==> config.mk <==
export PLATFORM = sky130hd
export DESIGN_NAME = filled_circle_span_rasterizer
export DESIGN_NICKNAME = d
export VERILOG_FILES = /design/src/hdl/fcsr_pkg.sv /design/src/hdl/fcsr_datapath.sv /design/src/hdl/fcsr_ctrl.sv /design/src/hdl/filled_circle_span_rasterizer.sv
export VERILOG_INCLUDE_DIRS = /design/src /design/src/hdl
export SDC_FILE = /design/constraint.sdc
export NUM_CORES = 1
export LEC_CHECK = 0
export ABC_CLOCK_PERIOD_IN_PS = 4250
export BUFFER_PORTS_ARGS = -buffer_cell sky130_fd_sc_hd__buf_2
export CORE_ASPECT_RATIO = 0.5
export CORE_UTILIZATION = 40
export CTS_BUF_LIST = sky130_fd_sc_hd__clkbuf_8
export DETAILED_ROUTE_END_ITERATION = 6
export HOLD_SLACK_MARGIN = 0.1
export MAX_ROUTING_LAYER = met4
export PLACE_DENSITY_LB_ADDON = 0.15
export SETUP_SLACK_MARGIN = 0.3
export SYNTH_ARGS = -nofsm -noshare
export SYNTH_HDL_FRONTEND = slang
export SYNTH_HIERARCHICAL = 1
export SYNTH_SLANG_ARGS = --single-unit
export TNS_END_PERCENT = 100
==> constraint.sdc <==
create_clock -name clk -period 4.25 [get_ports clk]
set_clock_uncertainty 0.2 [all_clocks]
set_input_delay 0.6375 -clock clk [delete_from_list [all_inputs] [get_ports clk]]
set_output_delay 0.6375 -clock clk [all_outputs]
set_load 0.05 [all_outputs]
==> src/hdl/filled_circle_span_rasterizer_assert.svh <==
// ----------------------------------------------------------------------------
// Filled circle span rasterizer assertion macros
// Concurrent assertion wrappers used by the controller RTL. They compile to
// nothing when ASSERT_OFF is defined.
// ----------------------------------------------------------------------------
`ifndef FILLED_CIRCLE_SPAN_RASTERIZER_ASSERT_SVH
`define FILLED_CIRCLE_SPAN_RASTERIZER_ASSERT_SVH

`ifndef ASSERT_OFF
`define FCSR_ASSERT(label, prop, msg) \
  label: assert property (@(posedge clk) disable iff (rst) prop) else $error(msg);
`define FCSR_ASSERT_ALWAYS(label, prop, msg) \
  label: assert property (@(posedge clk) prop) else $error(msg);
`else
`define FCSR_ASSERT(label, prop, msg)
`define FCSR_ASSERT_ALWAYS(label, prop, msg)
`endif

`endif

==> src/hdl/fcsr_pkg.sv <==
// ----------------------------------------------------------------------------
// Filled circle span rasterizer package
// Widths, limits and the command and status bundles between the controller
// and the datapath.
// ----------------------------------------------------------------------------
`default_nettype none

package fcsr_pkg;

  localparam int COORD_W = 16;
  localparam int EDGE_W  = 17;
  localparam int RAD_W   = 6;
  localparam int STEP_W  = 7;
  localparam int SIZE_W  = 7;
  localparam int SQ_W    = 12;
  localparam int SUM_W   = 13;

  localparam int MAX_RESULTS = 46;
  localparam int CNT_W       = $clog2(MAX_RESULTS);

  localparam logic [RAD_W-1:0] MAX_RADIUS = 6'd63;

  typedef struct packed {
    logic load;
    logic square;
    logic step_down;
    logic emit;
  } fcsr_cmd_t;

  typedef struct packed {
    logic step_down_ok;
    logic last;
  } fcsr_sts_t;

endpackage

`default_nettype wire

==> src/hdl/fcsr_datapath.sv <==
// ----------------------------------------------------------------------------
// Filled circle span rasterizer datapath
// Holds the center, the octant position and the running sum x*x + y*y, and
// registers each rectangle pair as it is emitted.
// ----------------------------------------------------------------------------
`default_nettype none

module fcsr_datapath import fcsr_pkg::*; (
  input  wire                           clk,
  input  wire                           rst,
  input  wire  fcsr_cmd_t               cmd,
  output fcsr_sts_t                     sts,
  input  wire  signed [COORD_W-1:0]     center_x,
  input  wire  signed [COORD_W-1:0]     center_y,
  input  wire         [RAD_W-1:0]       radius,
  output logic signed [EDGE_W-1:0]      wide_left,
  output logic signed [EDGE_W-1:0]      wide_top,
  output logic        [SIZE_W-1:0]      wide_width,
  output logic        [SIZE_W-1:0]      wide_height,
  output logic signed [EDGE_W-1:0]      tall_left,
  output logic signed [EDGE_W-1:0]      tall_top,
  output logic        [SIZE_W-1:0]      tall_width,
  output logic        [SIZE_W-1:0]      tall_height,
  output logic                          last_pair
);

  logic [COORD_W-1:0] held_cx;
  logic [COORD_W-1:0] held_cy;
  logic [RAD_W-1:0]   rad;
  logic [STEP_W-1:0]  step_x;
  logic [STEP_W-1:0]  step_y;
  logic [SQ_W-1:0]    radius_squared;
  logic [SUM_W-1:0]   sum_sq;
  logic [CNT_W-1:0]   count;

  logic [RAD_W-1:0]   rad_clamped;
  logic [SQ_W-1:0]    rad_product;
  logic [EDGE_W-1:0]  cx_ext;
  logic [EDGE_W-1:0]  cy_ext;
  logic [EDGE_W-1:0]  x_ext;
  logic [EDGE_W-1:0]  y_ext;

  assign rad_clamped = (radius > MAX_RADIUS) ? MAX_RADIUS : radius;
  assign rad_product = SQ_W'(rad) * SQ_W'(rad);

  assign cx_ext = {held_cx[COORD_W-1], held_cx};
  assign cy_ext = {held_cy[COORD_W-1], held_cy};
  assign x_ext  = {{(EDGE_W-STEP_W){1'b0}}, step_x};
  assign y_ext  = {{(EDGE_W-STEP_W){1'b0}}, step_y};

  assign sts.step_down_ok = (step_y != '0) && (sum_sq >= {1'b0, radius_squared});
  assign sts.last         = (step_y < step_x) || (count == CNT_W'(MAX_RESULTS - 1));

  always_ff @(posedge clk) begin
    if (rst) begin
      held_cx        <= '0;
      held_cy        <= '0;
      rad            <= '0;
      step_x         <= '0;
      step_y         <= '0;
      radius_squared <= '0;
      sum_sq         <= '0;
      count          <= '0;
      wide_left      <= '0;
      wide_top       <= '0;
      wide_width     <= '0;
      wide_height    <= '0;
      tall_left      <= '0;
      tall_top       <= '0;
      tall_width     <= '0;
      tall_height    <= '0;
      last_pair      <= 1'b0;
    end else begin
      if (cmd.load) begin
        held_cx <= center_x;
        held_cy <= center_y;
        rad     <= rad_clamped;
        step_x  <= '0;
        step_y  <= {1'b0, rad_clamped};
        count   <= '0;
      end
      if (cmd.square) begin
        radius_squared <= rad_product;
        sum_sq         <= {1'b0, rad_product};
      end
      if (cmd.step_down) begin
        step_y <= step_y - STEP_W'(1);
        sum_sq <= sum_sq - ({{(SUM_W-STEP_W-1){1'b0}}, step_y, 1'b0} - SUM_W'(1));
      end
      if (cmd.emit) begin
        wide_left   <= cx_ext - x_ext;
        wide_top    <= cy_ext - y_ext;
        wide_width  <= {step_x[STEP_W-2:0], 1'b0};
        wide_height <= {step_y[STEP_W-2:0], 1'b0};
        tall_left   <= cx_ext - y_ext;
        tall_top    <= cy_ext - x_ext;
        tall_width  <= {step_y[STEP_W-2:0], 1'b0};
        tall_height <= {step_x[STEP_W-2:0], 1'b0};
        last_pair   <= sts.last;
        count       <= count + CNT_W'(1);
        step_x      <= step_x + STEP_W'(1);
        sum_sq      <= sum_sq + {{(SUM_W-STEP_W-1){1'b0}}, step_x, 1'b1};
      end
    end
  end

endmodule

`default_nettype wire

==> src/hdl/fcsr_ctrl.sv <==
// ----------------------------------------------------------------------------
// Filled circle span rasterizer controller
// Sequences load, squaring of the radius and the octant walk, and drives the
// busy flag and the result strobe.
// ----------------------------------------------------------------------------
`default_nettype none
`include "filled_circle_span_rasterizer_assert.svh"

module fcsr_ctrl import fcsr_pkg::*; (
  input  wire        clk,
  input  wire        rst,
  input  wire        start,
  input  wire fcsr_sts_t sts,
  output fcsr_cmd_t  cmd,
  output logic       busy,
  output logic       strobe
);

  typedef enum logic [1:0] {
    ST_IDLE,
    ST_SQUARE,
    ST_WALK
  } state_t;

  state_t state;
  state_t state_next;

  always_comb begin
    cmd            = '0;
    state_next     = state;
    unique case (state)
      ST_IDLE: begin
        if (start) begin
          cmd.load   = 1'b1;
          state_next = ST_SQUARE;
        end
      end
      ST_SQUARE: begin
        cmd.square = 1'b1;
        state_next = ST_WALK;
      end
      ST_WALK: begin
        if (sts.step_down_ok) begin
          cmd.step_down = 1'b1;
        end else begin
          cmd.emit = 1'b1;
          if (sts.last) begin
            state_next = ST_IDLE;
          end
        end
      end
      default: begin
        state_next = ST_IDLE;
      end
    endcase
  end

  always_ff @(posedge clk) begin
    if (rst) begin
      state  <= ST_IDLE;
      busy   <= 1'b0;
      strobe <= 1'b0;
    end else begin
      state  <= state_next;
      busy   <= (state_next != ST_IDLE);
      strobe <= cmd.emit;
    end
  end

  `FCSR_ASSERT(a_accept_sets_busy, (start && !busy) |=> busy, "accepted start did not raise busy")
  `FCSR_ASSERT(a_strobe_from_walk, strobe |-> $past(state == ST_WALK), "strobe outside the walk")
  `FCSR_ASSERT(a_last_ends_walk, (cmd.emit && sts.last) |=> (!busy && strobe), "last pair did not end the walk")
  `FCSR_ASSERT(a_busy_tracks_state, busy == (state != ST_IDLE), "busy disagrees with state")
  `FCSR_ASSERT_ALWAYS(a_reset_clears_flags, rst |=> (!busy && !strobe), "reset left busy or strobe set")

endmodule

`default_nettype wire

==> src/hdl/filled_circle_span_rasterizer.sv <==
// ----------------------------------------------------------------------------
// Filled circle span rasterizer
// Fills a circle with pairs of centered rectangles found by walking one octant.
//
//   Channel  Handshake            Beat contents
//   input    start, busy          center_x, center_y, radius
//   result   strobe               wide_*, tall_*, last_pair
//
// A circle takes a load and a squaring step, then one walk step for each
// rectangle pair and each lowering of y; at radius 63 that is 46 pairs and
// 19 steps. The single running-sum register for x*x + y*y sets this: it moves
// one step per cycle. Reset is synchronous on rst and returns the block to
// idle. Each result beat stands for one cycle; the receiver cannot stall it.
// ----------------------------------------------------------------------------
`default_nettype none

module filled_circle_span_rasterizer import fcsr_pkg::*; (
  input  wire                        clk,
  input  wire                        rst,
  input  wire                        start,
  output logic                       busy,
  input  wire  signed [COORD_W-1:0]  center_x,
  input  wire  signed [COORD_W-1:0]  center_y,
  input  wire         [RAD_W-1:0]    radius,
  output logic                       strobe,
  output logic signed [EDGE_W-1:0]   wide_left,
  output logic signed [EDGE_W-1:0]   wide_top,
  output logic        [SIZE_W-1:0]   wide_width,
  output logic        [SIZE_W-1:0]   wide_height,
  output logic signed [EDGE_W-1:0]   tall_left,
  output logic signed [EDGE_W-1:0]   tall_top,
  output logic        [SIZE_W-1:0]   tall_width,
  output logic        [SIZE_W-1:0]   tall_height,
  output logic                       last_pair
);

  fcsr_cmd_t cmd;
  fcsr_sts_t sts;

  fcsr_ctrl u_ctrl (
    .clk    (clk),
    .rst    (rst),
    .start  (start),
    .sts    (sts),
    .cmd    (cmd),
    .busy   (busy),
    .strobe (strobe)
  );

  fcsr_datapath u_datapath (
    .clk         (clk),
    .rst         (rst),
    .cmd         (cmd),
    .sts         (sts),
    .center_x    (center_x),
    .center_y    (center_y),
    .radius      (radius),
    .wide_left   (wide_left),
    .wide_top    (wide_top),
    .wide_width  (wide_width),
    .wide_height (wide_height),
    .tall_left   (tall_left),
    .tall_top    (tall_top),
    .tall_width  (tall_width),
    .tall_height (tall_height),
    .last_pair   (last_pair)
  );

endmodule

`default_nettype wire
==> impl_metrics.tcl, run 1 <==
set metrics [dict create \
    nNetsFinal 1467 \
    syn_avg_cell_area_um2 8.46 \
    drt-total-wl_mm 29.3 \
    grt_use_met1 0.299 \
    synth-compound-area-share 0.197 \
    setup_viol 0 \
    drt_iter0_drc 516 \
    power_mw 5.13 \
    leakage_nw 4.97 \
    synth-edff-count 0 \
    ys.warnings.count 6 \
    clk_latency_ns 0.49 \
    power_density_nw_per_um2 433 \
    synth_area_um2 10400 \
    via_per_inst 5.46 \
    cp-end-kind "register" \
    grt_pass1_wl_mm 46.0 \
    grt_max_degree 117 \
    start_util 0.410 \
    numPortBuffers 135 \
    dp_cells 1654 \
    ff2ff_setup_slack_ns 0.46 \
    grt_overflow 0 \
    max_freq_ghz 0.264 \
    final_hold_viol_count 0 \
    worstPathRequired_ns 4.46 \
    ys_types 74 \
    clockBufferDepth 2 \
    met3_usage 0.0438 \
    wire_per_inst_um 17.3 \
    yosys.area.top_type "dfxtp_1" \
    rsz0062_at_grt "no" \
    layout-drive-gt1-share 0.165 \
    cts.sinks 167 \
    firstDrtPassIters 7 \
    cts_root_buf "clkbuf_8" \
    seq_area_frac_synth 0.321 \
    post-route-min-period_ns 3.79 \
    grt_pass1_vias 8522 \
    synth_top_flop_cell "dfxtp_1" \
    synth_top_family_by_area "compound AO/OA/AOI/OAI gates" \
    async_reset_ff_frac 0 \
    hpwlAfterDp_mm 21.4 \
    drc_errors 3 \
    fin_setup_tns_ns 0 \
    ant_nets 0 \
    start_kind "register" \
    ir_drop_v 0.000185 \
    netlist_top_cells_area "dfxtp_1 (32%), ha_1 (9.7%), mux2i_1 (6.3%)" \
    cts_tree "yes" \
    grt.busiest_layer "met2" \
    die_w_um 230 \
    crit_fanout 8 \
    synth.top_cell.area_share 0.321 \
    finalCritPeriodShare 0.893 \
    maxCapViolCount 0 \
    hold_class "input pin to register" \
    die_y_um 116 \
    syn2layout_area_growth_pct 13.7 \
    final_cells 1688 \
    synth-adder-area-share 0.124 \
    grt_usage 0.228 \
    cts_made_buffers 17 \
    core-area_um2 25400 \
    path_class "register to register" \
    muxShareOfSynthArea 0.0647 \
    vias 9210 \
    synth_cells 1231 \
    gr-usage-met2 0.362 \
    num_antenna_cells 0 \
    routabilityCongestion 0.927 \
    dieArea_um2 26700 \
    status "complete, but fails checks" \
    synth_xor_area_frac 0.0412 \
    slew_viol_final 0 \
    tightest_slew_ns 0.916 \
    yosys.area_share.simple 0.190 \
    maxSlewHeadroom 0.389 \
    hold_slack_ns 0.174 \
    antenna_found_initial 0 \
    ys_ff_latch 167 \
    htreeDepth 4 \
    ios 140 \
    arrival_ns 4.00 \
    num_rows 41 \
    violations "DRC" \
    cts.clk_slew.worst_paths_ns 0.10 \
]
[repair_timing]
action	4_1_cts	5_1_grt
setup buffers	1	1
cloned	0	0
hold endpoints to repair	0	0
gates resized for setup	2	12
hold buffers	0	0
pin swaps	1	6
endpoints found under the setup margin	2	7
[kinds of logic (layout without fill, tap and decap cells)]
family	Yosys count	after routing
AOI/OAI and AO/OA	299	299
adders and majority gates	95	95
buffers and inverters	151	261
DFF	167	167
other	1	4
and+or+nand+nor	402	402
muxes	67	67
xor gates and xnor gates	49	49
[metrics by stage]
step	setup WS, ns	instance area [µm²]	utilization
after CTS	0.319	11800	0.464
after floorplan	0.348	10400	-
final	0.455	11800	0.466
after global placement	0.243	11400	0.447
after global routing	0.299	11800	0.466
after detailed placement	0.174	11400	0.447
[state kept, by name, indices dropped and copies added, names as in the netlist, 7 cells and up]
signal	count
u_datapath/held_cx	16
u_datapath/held_cy	16
u_datapath/radius_squared	11
u_datapath/step_x	7
u_datapath/step_y	7
u_datapath/sum_sq	13
u_datapath/tall_left	17
u_datapath/tall_top	17
u_datapath/wide_left	17
u_datapath/wide_top	17
[synthesized netlist by cell type (6+ instances only)]
cell	number
xor2_1	11
mux2i_1	65
nor2_1	163
nand2b_1	8
and3_1	12
and2_1	16
or4_1	7
or3_1	16
nand4_1	7
o21ai_0	55
ha_1	81
a211oi_1	46
clkbuf_1	48
nand2_1	46
nand3_1	32
or2_2	6
buf_4	16
inv_1	75
nor2b_1	20
a21boi_0	6
a21o_1	18
a311oi_1	19
dfxtp_1	167
a21oi_1	69
fa_1	14
nor3_1	40
o21a_1	22
buf_1	9
o31ai_1	7
nor4_1	7
xnor2_1	38
[per-layer routing]
layer / vias up / part of all wire / routed length [µm]
met4: 0 / 0.013 / 369
met3: 22 / 0.039 / 1130
met5: - / 0 / 0
li1: 4585 / - / -
met2: 176 / 0.46 / 13600
met1: 4427 / 0.49 / 14200
[cells in the final DEF, fill, tap and decap left out, drive strengths merged, types with 5 or more instances in the layout]
master / n
clkbuf: 19
a21o: 18
and3: 12
nand3b: 5
or4: 8
o21a: 22
or3: 20
nor4: 8
dfxtp: 167
a21oi: 70
nand3: 32
a211oi: 47
nand2: 46
nor2: 163
nand4: 7
fa: 14
xnor2: 38
o31ai: 7
nand2b: 9
o21ai: 57
o211ai: 5
a311oi: 19
a21boi: 7
and2: 16
or2: 7
xor2: 11
nor2b: 20
o311ai: 5
inv: 81
ha: 81
nor3: 40
mux2i: 65
buf: 154
[layout make-up]
type	count	area, µm²
Inverter	75	282
Clock inverter	13	160
Multi-Input combinational cell	916	6490
Fill cell	2508	13600
Timing Repair Buffer	154	858
Clock buffer	19	262
Sequential cell	167	3350
Tap cell	344	430
[worst max-delay path, cell delays in order, from the launching register on]
cell     delay [ns]
dfxtp_4        0.38
and2_4         0.16
fa_1           0.54
inv_2          0.05
fa_1           0.47
fa_1           0.53
inv_2          0.05
ha_4           0.24
a21o_1         0.19
nand3_1        0.08
nand4_1        0.21
mux2i_1        0.19
o32a_1         0.31
o32ai_2        0.11
[power by group]
group          leakage, nW  switching, mW  internal [mW]
sequential            1.36          0.155           1.71
combinational         3.39           1.29          0.736
clock                0.212          0.670          0.572
[final timing paths]
check	from	to	cells past startpoint
setup / recovery	u_datapath/rad[0]	u_datapath/sum_sq[9]	13
hold / removal	center_x[9]	u_datapath/held_cx[9]	3
setup reg to reg	u_datapath/rad[0]	u_datapath/sum_sq[9]	13
hold reg to reg	u_datapath/radius_squared[6]	u_datapath/radius_squared[6]	2
Power figures use the tool's default switching activity.
==> run 2: changes to the inputs <==
CELL_PAD_IN_SITES_DETAIL_PLACEMENT = 1   (was not set)
CELL_PAD_IN_SITES_GLOBAL_PLACEMENT = 1   (was not set)
==> run 2 against run 1 <==
The run now ends clean. Core utilization up 0.23 points. Fmax rose by 0.59%. Setup slack gained 0.022 ns. Clock power rose by 3%. Wire length is 15% higher. First-iteration DRC count up 7.8%. Worst hold slack got worse by 0.024 ns. Clock-buffer cell count is the same. Sequential cell count is the same. Sequential power about the same. Critical path type unchanged.
==> impl_metrics.tcl, run 2 (synthesis gave the netlist of run 1 again) <==
set metrics [dict create \
    status "completed" \
    maxCapViolCount 0 \
    p_clk_frac 0.245 \
    grt_usage 0.259 \
    setup_viol 0 \
    regArea_um2 3350 \
    hpwlAfterDp_mm 24.7 \
    layout-drive-gt1-share 0.169 \
    routabilityCongestion 0.925 \
    post_dp_cell_area_um2 11400 \
    worstPathRequired_ns 4.48 \
    ant_nets 0 \
    swShare 0.414 \
    final_hold_viol_count 0 \
    ios 140 \
    cts.clk_slew.worst_paths_ns 0.10 \
    final_common_cell "dfxtp_1" \
    num_rows 41 \
    antenna_found_initial 1 \
    grt_overflow 0 \
    cts.sinks 167 \
    tightest_slew_ns 0.857 \
    grt_max_degree 121 \
    arrival_ns 4.00 \
    clockBufferDepth 2 \
    p_sw_mw 2.17 \
    grt_pass1_vias 9460 \
    drt_iter0_drc 556 \
    dieArea_um2 26700 \
    die_y_um 116 \
    p_comb_frac 0.399 \
    clk_latency_ns 0.52 \
    via_per_inst 5.58 \
    path_class "register to register" \
    ir_drop_v 0.000196 \
    slew_viol_final 0 \
    crit_fanout 6 \
    leakage_nw 4.99 \
    final_cell_mix "dfxtp_1 (162), nor2_1 (161), buf_2 (134)" \
    post-route-min-period_ns 3.77 \
    start_kind "register" \
    hold_class "input pin to register" \
    firstDrtPassIters 5 \
    intPower_mw 3.07 \
    power_mw 5.24 \
    drc_errors 0 \
    finalCritPeriodShare 0.888 \
    rsz0062_at_grt "no" \
    start_util 0.410 \
    die_w_um 230 \
    syn2layout_area_growth_pct 14.3 \
    final_core_util 0.468 \
    fin_setup_tns_ns 0 \
    drt-total-wl_mm 33.5 \
    grt_pass1_wl_mm 51.6 \
    postCtsHoldBufs 0 \
    vias 9458 \
    core-area_um2 25400 \
    wire_per_inst_um 19.8 \
    htreeDepth 4 \
    maxSlewHeadroom 0.429 \
    max_freq_ghz 0.265 \
    power_density_nw_per_um2 441 \
    cts_root_buf "clkbuf_8" \
    nNetsFinal 1472 \
    finish.instance_area_um2 11900 \
    cp-end-kind "register" \
    cts_made_buffers 17 \
    numPortBuffers 135 \
    cts_tree "yes" \
    seq_power_share 0.356 \
    hold_slack_ns 0.150 \
    fillers 3029 \
    multiInputGateArea_um2 6500 \
]
[run 2: timing repair]
action | CTS | global route
pin swaps | 1 | 8
setup endpoints to repair | 3 | 9
buffers inserted | 0 | 2
gates resized for setup | 4 | 15
[run 2: path summary, 6_finish.rpt]
check | start | end | slack (ns) | cells past startpoint
worst min register to register | u_datapath/radius_squared[7] | u_datapath/radius_squared[7] | 0.28 | 2
worst min-delay path | center_x[12] | u_datapath/held_cx[12] | 0.15 | 3
worst max register to register | u_datapath/rad[4] | u_datapath/sum_sq[9] | 0.48 | 13
worst max-delay path | u_datapath/rad[4] | u_datapath/sum_sq[9] | 0.48 | 13
[run 2: final cells by class]
type | count | area share
multi-input combinational | 916 | 0.547
clock inverter | 13 | 0.0141
inverter | 75 | 0.0237
clock buffer | 19 | 0.0220
tap | 344 | 0.0362
timing repair buffer | 159 | 0.0753
sequential | 167 | 0.282
antenna | 1 | 0.000210
[run 2: critical path, cell delays in order, from the launching register on]
cell	delay [ns]
dfxtp_4	0.37
and2_4	0.16
fa_1	0.54
inv_2	0.05
fa_1	0.48
fa_1	0.54
inv_2	0.05
ha_4	0.25
a21o_1	0.17
nand3_1	0.08
nand4_1	0.20
mux2i_1	0.18
o32a_1	0.30
o32ai_2	0.11
[run 2: power groups by stage]
stage	clock, mW	combinational (mW)	sequential, mW
5_1_grt	1.38	2.27	1.89
4_1_cts	1.32	2.07	1.87
6_report	1.28	2.09	1.87
3_3_place_gp	0	1.99	1.89
3_5_place_dp	0	2.06	1.90
2_1_floorplan	0	1.27	2.11
[run 2: stage by stage]
stage | setup WS (ns) | std cells
after global routing | 0.299 | 1694
after floorplan | 0.348 | 1234
after CTS | 0.321 | 1691
after global placement | 0.256 | 1659
after detailed placement | 0.195 | 1659
final | 0.478 | 1694
[run 2: metal layers]
layer	part of all wire	vias up	GRT usage
met5	0	-	-
met4	0.021	0	0.0804
met3	0.042	39	0.0529
met2	0.46	170	0.409
met1	0.48	4668	0.334
li1	-	4581	-
